[config.mk]
export PLATFORM = sky130hd
export DESIGN_NAME = bba_ctrl
export DESIGN_NICKNAME = d
export VERILOG_FILES = /design/src/hw/rtl/bba_pkg.sv /design/src/hw/rtl/bba_ctrl.sv
export SDC_FILE = /design/constraint.sdc
export NUM_CORES = 1
export LEC_CHECK = 0
export BUFFER_PORTS_ARGS = -buffer_cell sky130_fd_sc_hd__buf_2
export CORE_MARGIN = 10
export CORE_UTILIZATION = 53
export DETAILED_ROUTE_END_ITERATION = 7
export GPL_TIMING_DRIVEN = 0
export PLACE_DENSITY = 0.89
export REMOVE_ABC_BUFFERS = 1
export SYNTH_ARGS = -nofsm -noshare
export SYNTH_HDL_FRONTEND = slang
export SYNTH_SLANG_ARGS = --single-unit
[constraint.sdc]
create_clock -name clk -period 2.1 [get_ports clk]
set_input_delay 0.42 -clock clk [delete_from_list [all_inputs] [get_ports clk]]
set_output_delay 0.42 -clock clk [all_outputs]
set_load 0.01 [all_outputs]
[src/hw/rtl/bba_pkg.sv]
// Shared types, codes and defaults for the bitmap block allocator.
// No dependencies; the interfaces, sequencer, datapath and top level use it.
package bba_pkg;

  localparam int NumBlocksDef   = 1024;
  localparam int BlockBytesDef  = 1024;
  localparam int MaxFilesDef    = 64;
  localparam int MaxBlocksDef   = 16;
  localparam int WordW          = 32;  // bitmap bits per memory row
  localparam int PosW           = 5;   // bit position inside a row

  localparam int ReqTypeW = 2;
  localparam int FileIdW  = 6;
  localparam int SizeW    = 15;
  localparam int StatusW  = 3;
  localparam int BlkOutW  = 10;

  localparam logic [ReqTypeW-1:0] REQ_CREATE = 2'd0;
  localparam logic [ReqTypeW-1:0] REQ_DELETE = 2'd1;
  localparam logic [ReqTypeW-1:0] REQ_LIST   = 2'd2;

  localparam logic [StatusW-1:0] ST_OK        = 3'd0;
  localparam logic [StatusW-1:0] ST_EXISTS    = 3'd1;
  localparam logic [StatusW-1:0] ST_NOT_FOUND = 3'd2;
  localparam logic [StatusW-1:0] ST_FULL      = 3'd3;
  localparam logic [StatusW-1:0] ST_TOO_LARGE = 3'd4;

  typedef enum logic [3:0] {
    OP_NONE,
    OP_CLEAR,
    OP_ACCEPT,
    OP_SIZE,
    OP_ROW_LOAD,
    OP_TAKE,
    OP_ROW_WB,
    OP_CREATE_FIN,
    OP_BLK_LOAD,
    OP_FREE_BIT,
    OP_DEL_FIN,
    OP_EMIT,
    OP_EMIT_BLK
  } op_t;

  typedef struct packed {
    op_t                 op;
    logic [StatusW-1:0]  st;
  } cmd_t;

  typedef struct packed {
    logic                req_valid;
    logic [ReqTypeW-1:0] req_type;
    logic                clear_done;
    logic                size_busy;
    logic                bad_id;
    logic                exists;
    logic                too_large;
    logic                full;
    logic                row_full;
    logic                need_done;
    logic                list_done;
    logic                n_zero;
    logic                out_free;
  } stat_t;

endpackage

[src/hw/rtl/bba_ctrl.sv]
// Sequencer for the allocator: walks each request through the datapath.
// Depends on bba_pkg (cmd_t, stat_t, codes).
module bba_ctrl (
  input  logic           clk,
  input  logic           rst,
  input  bba_pkg::stat_t stat,
  output bba_pkg::cmd_t  cmd,
  output logic           ready
);
  import bba_pkg::*;

  typedef enum logic [4:0] {
    S_CLEAR, S_IDLE, S_DISPATCH, S_SIZE, S_CHECK,
    S_C_RD, S_C_LOAD, S_C_TAKE, S_C_FIN,
    S_D_CHK, S_D_LRD, S_D_BRD, S_D_FREE, S_D_FIN,
    S_L_CHK, S_L_RD, S_L_OUT, S_EMIT
  } state_t;

  state_t             state, state_next;
  logic [StatusW-1:0] st, st_next;

  assign ready = (state == S_IDLE);

  always_comb begin
    state_next = state;
    st_next    = st;
    cmd.op     = OP_NONE;
    cmd.st     = st;
    unique case (state)
      S_CLEAR: begin
        cmd.op = OP_CLEAR;
        if (stat.clear_done) state_next = S_IDLE;
      end
      S_IDLE: begin
        if (stat.req_valid) begin
          cmd.op     = OP_ACCEPT;
          state_next = S_DISPATCH;
        end
      end
      S_DISPATCH: begin
        unique case (stat.req_type) inside
          REQ_CREATE: begin
            if (stat.bad_id) begin
              st_next = ST_NOT_FOUND; state_next = S_EMIT;
            end else if (stat.exists) begin
              st_next = ST_EXISTS; state_next = S_EMIT;
            end else begin
              state_next = S_SIZE;
            end
          end
          REQ_DELETE, REQ_LIST: begin
            if (stat.bad_id || !stat.exists) begin
              st_next = ST_NOT_FOUND; state_next = S_EMIT;
            end else begin
              st_next    = ST_OK;
              state_next = (stat.req_type == REQ_DELETE) ? S_D_CHK : S_L_CHK;
            end
          end
          default: state_next = S_IDLE;
        endcase
      end
      S_SIZE: begin
        if (stat.size_busy) cmd.op = OP_SIZE;
        else state_next = S_CHECK;
      end
      S_CHECK: begin
        if (stat.too_large) begin
          st_next = ST_TOO_LARGE; state_next = S_EMIT;
        end else if (stat.full) begin
          st_next = ST_FULL; state_next = S_EMIT;
        end else if (stat.need_done) begin
          state_next = S_C_FIN;
        end else begin
          state_next = S_C_RD;
        end
      end
      S_C_RD:   state_next = S_C_LOAD;
      S_C_LOAD: begin
        cmd.op     = OP_ROW_LOAD;
        state_next = S_C_TAKE;
      end
      S_C_TAKE: begin
        if (stat.need_done || stat.row_full) begin
          cmd.op     = OP_ROW_WB;
          state_next = stat.need_done ? S_C_FIN : S_C_RD;
        end else begin
          cmd.op = OP_TAKE;
        end
      end
      S_C_FIN: begin
        cmd.op     = OP_CREATE_FIN;
        st_next    = ST_OK;
        state_next = S_EMIT;
      end
      S_D_CHK:  state_next = stat.list_done ? S_D_FIN : S_D_LRD;
      S_D_LRD:  state_next = S_D_BRD;
      S_D_BRD: begin
        cmd.op     = OP_BLK_LOAD;
        state_next = S_D_FREE;
      end
      S_D_FREE: begin
        cmd.op     = OP_FREE_BIT;
        state_next = S_D_CHK;
      end
      S_D_FIN: begin
        cmd.op     = OP_DEL_FIN;
        state_next = S_EMIT;
      end
      S_L_CHK: begin
        if (stat.n_zero) state_next = S_EMIT;
        else if (stat.list_done) state_next = S_IDLE;
        else state_next = S_L_RD;
      end
      S_L_RD: state_next = S_L_OUT;
      S_L_OUT: begin
        if (stat.out_free) begin
          cmd.op     = OP_EMIT_BLK;
          state_next = S_L_CHK;
        end
      end
      S_EMIT: begin
        if (stat.out_free) begin
          cmd.op     = OP_EMIT;
          state_next = S_IDLE;
        end
      end
      default: state_next = S_IDLE;
    endcase
  end

  always_ff @(posedge clk) begin
    if (rst) begin
      state <= S_CLEAR;
      st    <= ST_OK;
    end else begin
      state <= state_next;
      st    <= st_next;
    end
  end

  property p_no_accept_busy;
    @(posedge clk) disable iff (rst) (state != S_IDLE) |-> (cmd.op != OP_ACCEPT);
  endproperty
  a_no_accept_busy: assert property (p_no_accept_busy) else $error("accept while busy");

  property p_clear_first;
    @(posedge clk) $past(rst) |-> (state == S_CLEAR);
  endproperty
  a_clear_first: assert property (p_clear_first) else $error("no clear after reset");

  property p_emit_leads_idle;
    @(posedge clk) disable iff (rst) (cmd.op == OP_EMIT) |=> (state == S_IDLE);
  endproperty
  a_emit_leads_idle: assert property (p_emit_leads_idle) else $error("emit did not end");
endmodule

==> metrics.md <==
| Metric | Value |
|---|---|
| Number of placement rows | `15` |
| Finish-stage setup viols | `0` |
| Worst-case vdd ir drop | `0.000297 V` |
| Starting Density | `0.571` |
| Setup slack on the worst flop-to-flop path | `160 ps` |
| Die Width | `63.4 um` |
| Number of inserted diodes | `0` |
| I/O Buffers | `23` |
| CP Capture Type | `primary output` |
| Number of vias in the routed layout | `1083` |
| Slowest stage delay, CP | `420 ps` |
| Worst slew margin | `0.636` |
| Warnings from Yosys | `0` |
| Largest buffer count on any clock path | `2` |
| Area enclosed by the die boundary | `0.00401 mm2` |
| WL/cell | `16.9 um` |
| Area fraction of the dominant cell type after synthesis | `0.161` |
| Setup repair after global routing missed its margin | `false` |
| Largest net degree at the start of global routing | `24` |
| Most frequent cell after synthesis | `nor2_1` |
| HPWL Detailed | `2.14 mm` |
| Leak Pwr | `0.455 nW` |
| Post-layout utilization of the core | `0.672` |
| Number of optimization iterations in the first detailed-route pass | `5` |
| Vias per cell | `6.30` |
| Register area share after synthesis | `0.161` |
| Data arrival at the endpoint of the critical path | `1600 ps` |
| Avg Inst Size Synth | `7.78 um2` |
| Worst skew pair latency | `260 ps` |
| Die Y | `63.4 um` |
| Total track usage | `0.136` |
| Class of the tightest hold or removal check | `in2reg` |
| TritonCTS clock tree | `yes` |
| Total power of the final layout | `0.477 mW` |
| Kind of launch point of the worst setup path | `flip-flop` |
| Routed WL | `2.90 mm` |
| CTS H-tree depth | `1` |
| Layout cell share with drive strength beyond 1 | `0.313` |
| Max FO, Critical Path | `16` |
| Root Buffer | `clkbuf_4` |
| Std-Cell Core Area | `0.00175 mm2` |
| Cell count after synthesis | `128` |
| Library cell with the largest summed area after synthesis | `dfxtp_1` |
| Number of synthesized register bits | `8` |
| Clock-pin slew on the worst setup and hold paths | `60 ps` |
| Status | `finished, final reports clean` |
| Post-layout net count | `168` |
| Initial antenna violation count | `0` |
| Number of enable flip-flop cells after synthesis | `0` |
| Biggest area contributors in the synthesized netlist | `dfxtp_1, nor2_1, ha_1, nor2b_1, a21oi_1` |
| Gpl congestion | `0.869` |
| Async set or reset register ratio after synthesis | `0` |
| Slew Limit Fails | `0` |
| Tightest Pin Transition | `541 ps` |
| Most used standard cells in the synthesized netlist | `nor2_1, dfxtp_1, a21oi_1, inv_1, nand2_1` |
| Number of I/O pins | `24` |
| Number of buffer and inverter instances along the worst setup path | `1` |
| Worst path cell trace | `nand4bb_4 -> or2_2 -> o2111ai_1 -> buf_2` |
| Number of global-route vias before repair | `1030` |
| Highest clock frequency the design can meet | `0.495 GHz` |
| Sum Neg Setup Slack | `0 ps` |
| Final worst setup slack | `78.0 ps` |
| Fill cell total of the finished layout | `152` |
| Final clock skew | `7.36 ps` |
| Number of max-cap violations | `0` |
| Synthesis-to-layout area growth | `17.7%` |
| DRC violation count after routing | `0` |
| Post-synthesis cell type count | `54` |
| Crit Path Category | `reg2out` |
| Cell area after synthesis | `996 um2` |
| Worst hold margin | `395 ps` |
| Gate family responsible for the most delay along the worst path | `simple AND/OR/NAND/NOR gates` |
| Met3 Usage GRT | `0.0300` |
| DRT antenna net count | `0` |
| Total CTS buffers | `3` |
| Period minus WS final | `2020 ps` |
| Number of DRC markers after the initial detailed-route iteration | `45` |
| Cell with the largest stage delay on the worst path | `dfxtp_2` |
| Final hold violation count | `0` |
| Power Dens Cells | `407 mW/mm2` |
| Most utilized layer in the global route result | `met2` |
| Global-route met2 utilization | `0.235` |
| Global-route wire length before repair | `4.60 mm` |
| Clock net sink count | `8` |
| Residual overflow from global routing | `0` |
| Prevailing post-synth register cell | `dfxtp_1` |
| Worst slack at placement | `-211 ps` |
| Post-route fraction of the period consumed by the critical path | `0.963` |
| Critical path required time | `1680 ps` |
| Post-CTS Hold Buffers | `0` |
| Met1 capacity usage during global routing | `0.156` |
[what timing repair did]
action,4_1_cts,5_1_grt
setup endpoints to repair,8,4
setup buffers,0,2
cloned,0,0
endpoints found under the hold margin,0,0
resized for setup,10,2
[power breakdown]
group          internal, mW  switching [mW]  total [mW]
Clock                0.0655          0.0547       0.120
Combinational        0.0820          0.0877       0.170
Sequential            0.157          0.0302       0.187
[worst register-to-register path, cell delays in order (launching register included)]
cell	delay, ps
dfxtp_2	540
nand4bb_4	230
nor4_1	80
or4_4	560
nor4b_2	280
a221oi_1	110
[layout make-up]
cell class	count	area [um2]	share of cell area
flip-flops and latches	8	176	0.150
well taps	25	31.3	0.0267
repair buffers	25	130	0.111
clock buffers	3	22.5	0.0192
inverters	6	22.5	0.0192
multi-input cells	105	790	0.673
[metal layers]
| metal | part of all wire | vias to the layer above |
|---|---|---|
| li1 | - | 530 |
| met2 | 0.52 | 43 |
| met5 | 0 | - |
| met1 | 0.39 | 506 |
| met4 | 0.016 | 0 |
| met3 | 0.073 | 4 |
[sequential cells by signal (all words and copies together), names as in the netlist]
signal	cells
st	3
state	5
[metrics by stage]
| step | area [um2] | instances |
|---|---|---|
| 5_1_grt | 1170 | 172 |
| 2_1_floorplan | 945 | 119 |
| 4_1_cts | 1140 | 170 |
| 3_3_place_gp | 1090 | 167 |
| 3_5_place_dp | 1090 | 167 |
| 6_report | 1170 | 172 |
[layout by cell type (no fill, tap or decap), drive strengths merged, types with 2 or more instances in the layout]
master / instances
a21oi: 6
a22oi: 2
a31oi: 4
and3: 5
buf: 25
clkbuf: 3
dfxtp: 8
ha: 3
inv: 6
mux2i: 2
nand2: 6
nand2b: 2
nand3: 2
nand3b: 3
nand4b: 2
nor2: 14
nor2b: 5
nor3: 5
nor4: 3
nor4b: 3
o21a: 2
o21ai: 5
o311ai: 2
o32a: 2
o41ai: 2
or2: 3
or3b: 2
or4: 2
xnor2: 3
[worst paths after layout]
path	startpoint	to	depth (start not counted)
worst max-delay path	state[4]$_SDFFE_PP0P_	cmd[4]	4
worst min-delay path	rst	state[4]$_SDFFE_PP0P_	2
worst max register to register	state[4]$_SDFFE_PP0P_	state[0]$_SDFFE_PP0P_	5
worst min register to register	st[2]$_SDFFE_PP0P_	st[2]$_SDFFE_PP0P_	2
[cells by family after synthesis]
| family | synth area share |
|---|---|
| AO/OA/AOI/OAI | 0.274 |
| AND/OR/NAND/NOR | 0.407 |
| buffers and inverters | 0.0741 |
| flip-flops | 0.161 |
| XOR/XNOR | 0.0264 |
| multiplexers | 0.0201 |
| adder cells (fa/ha/maj) | 0.0377 |
Note: power is estimated with default switching activity, not from simulation.
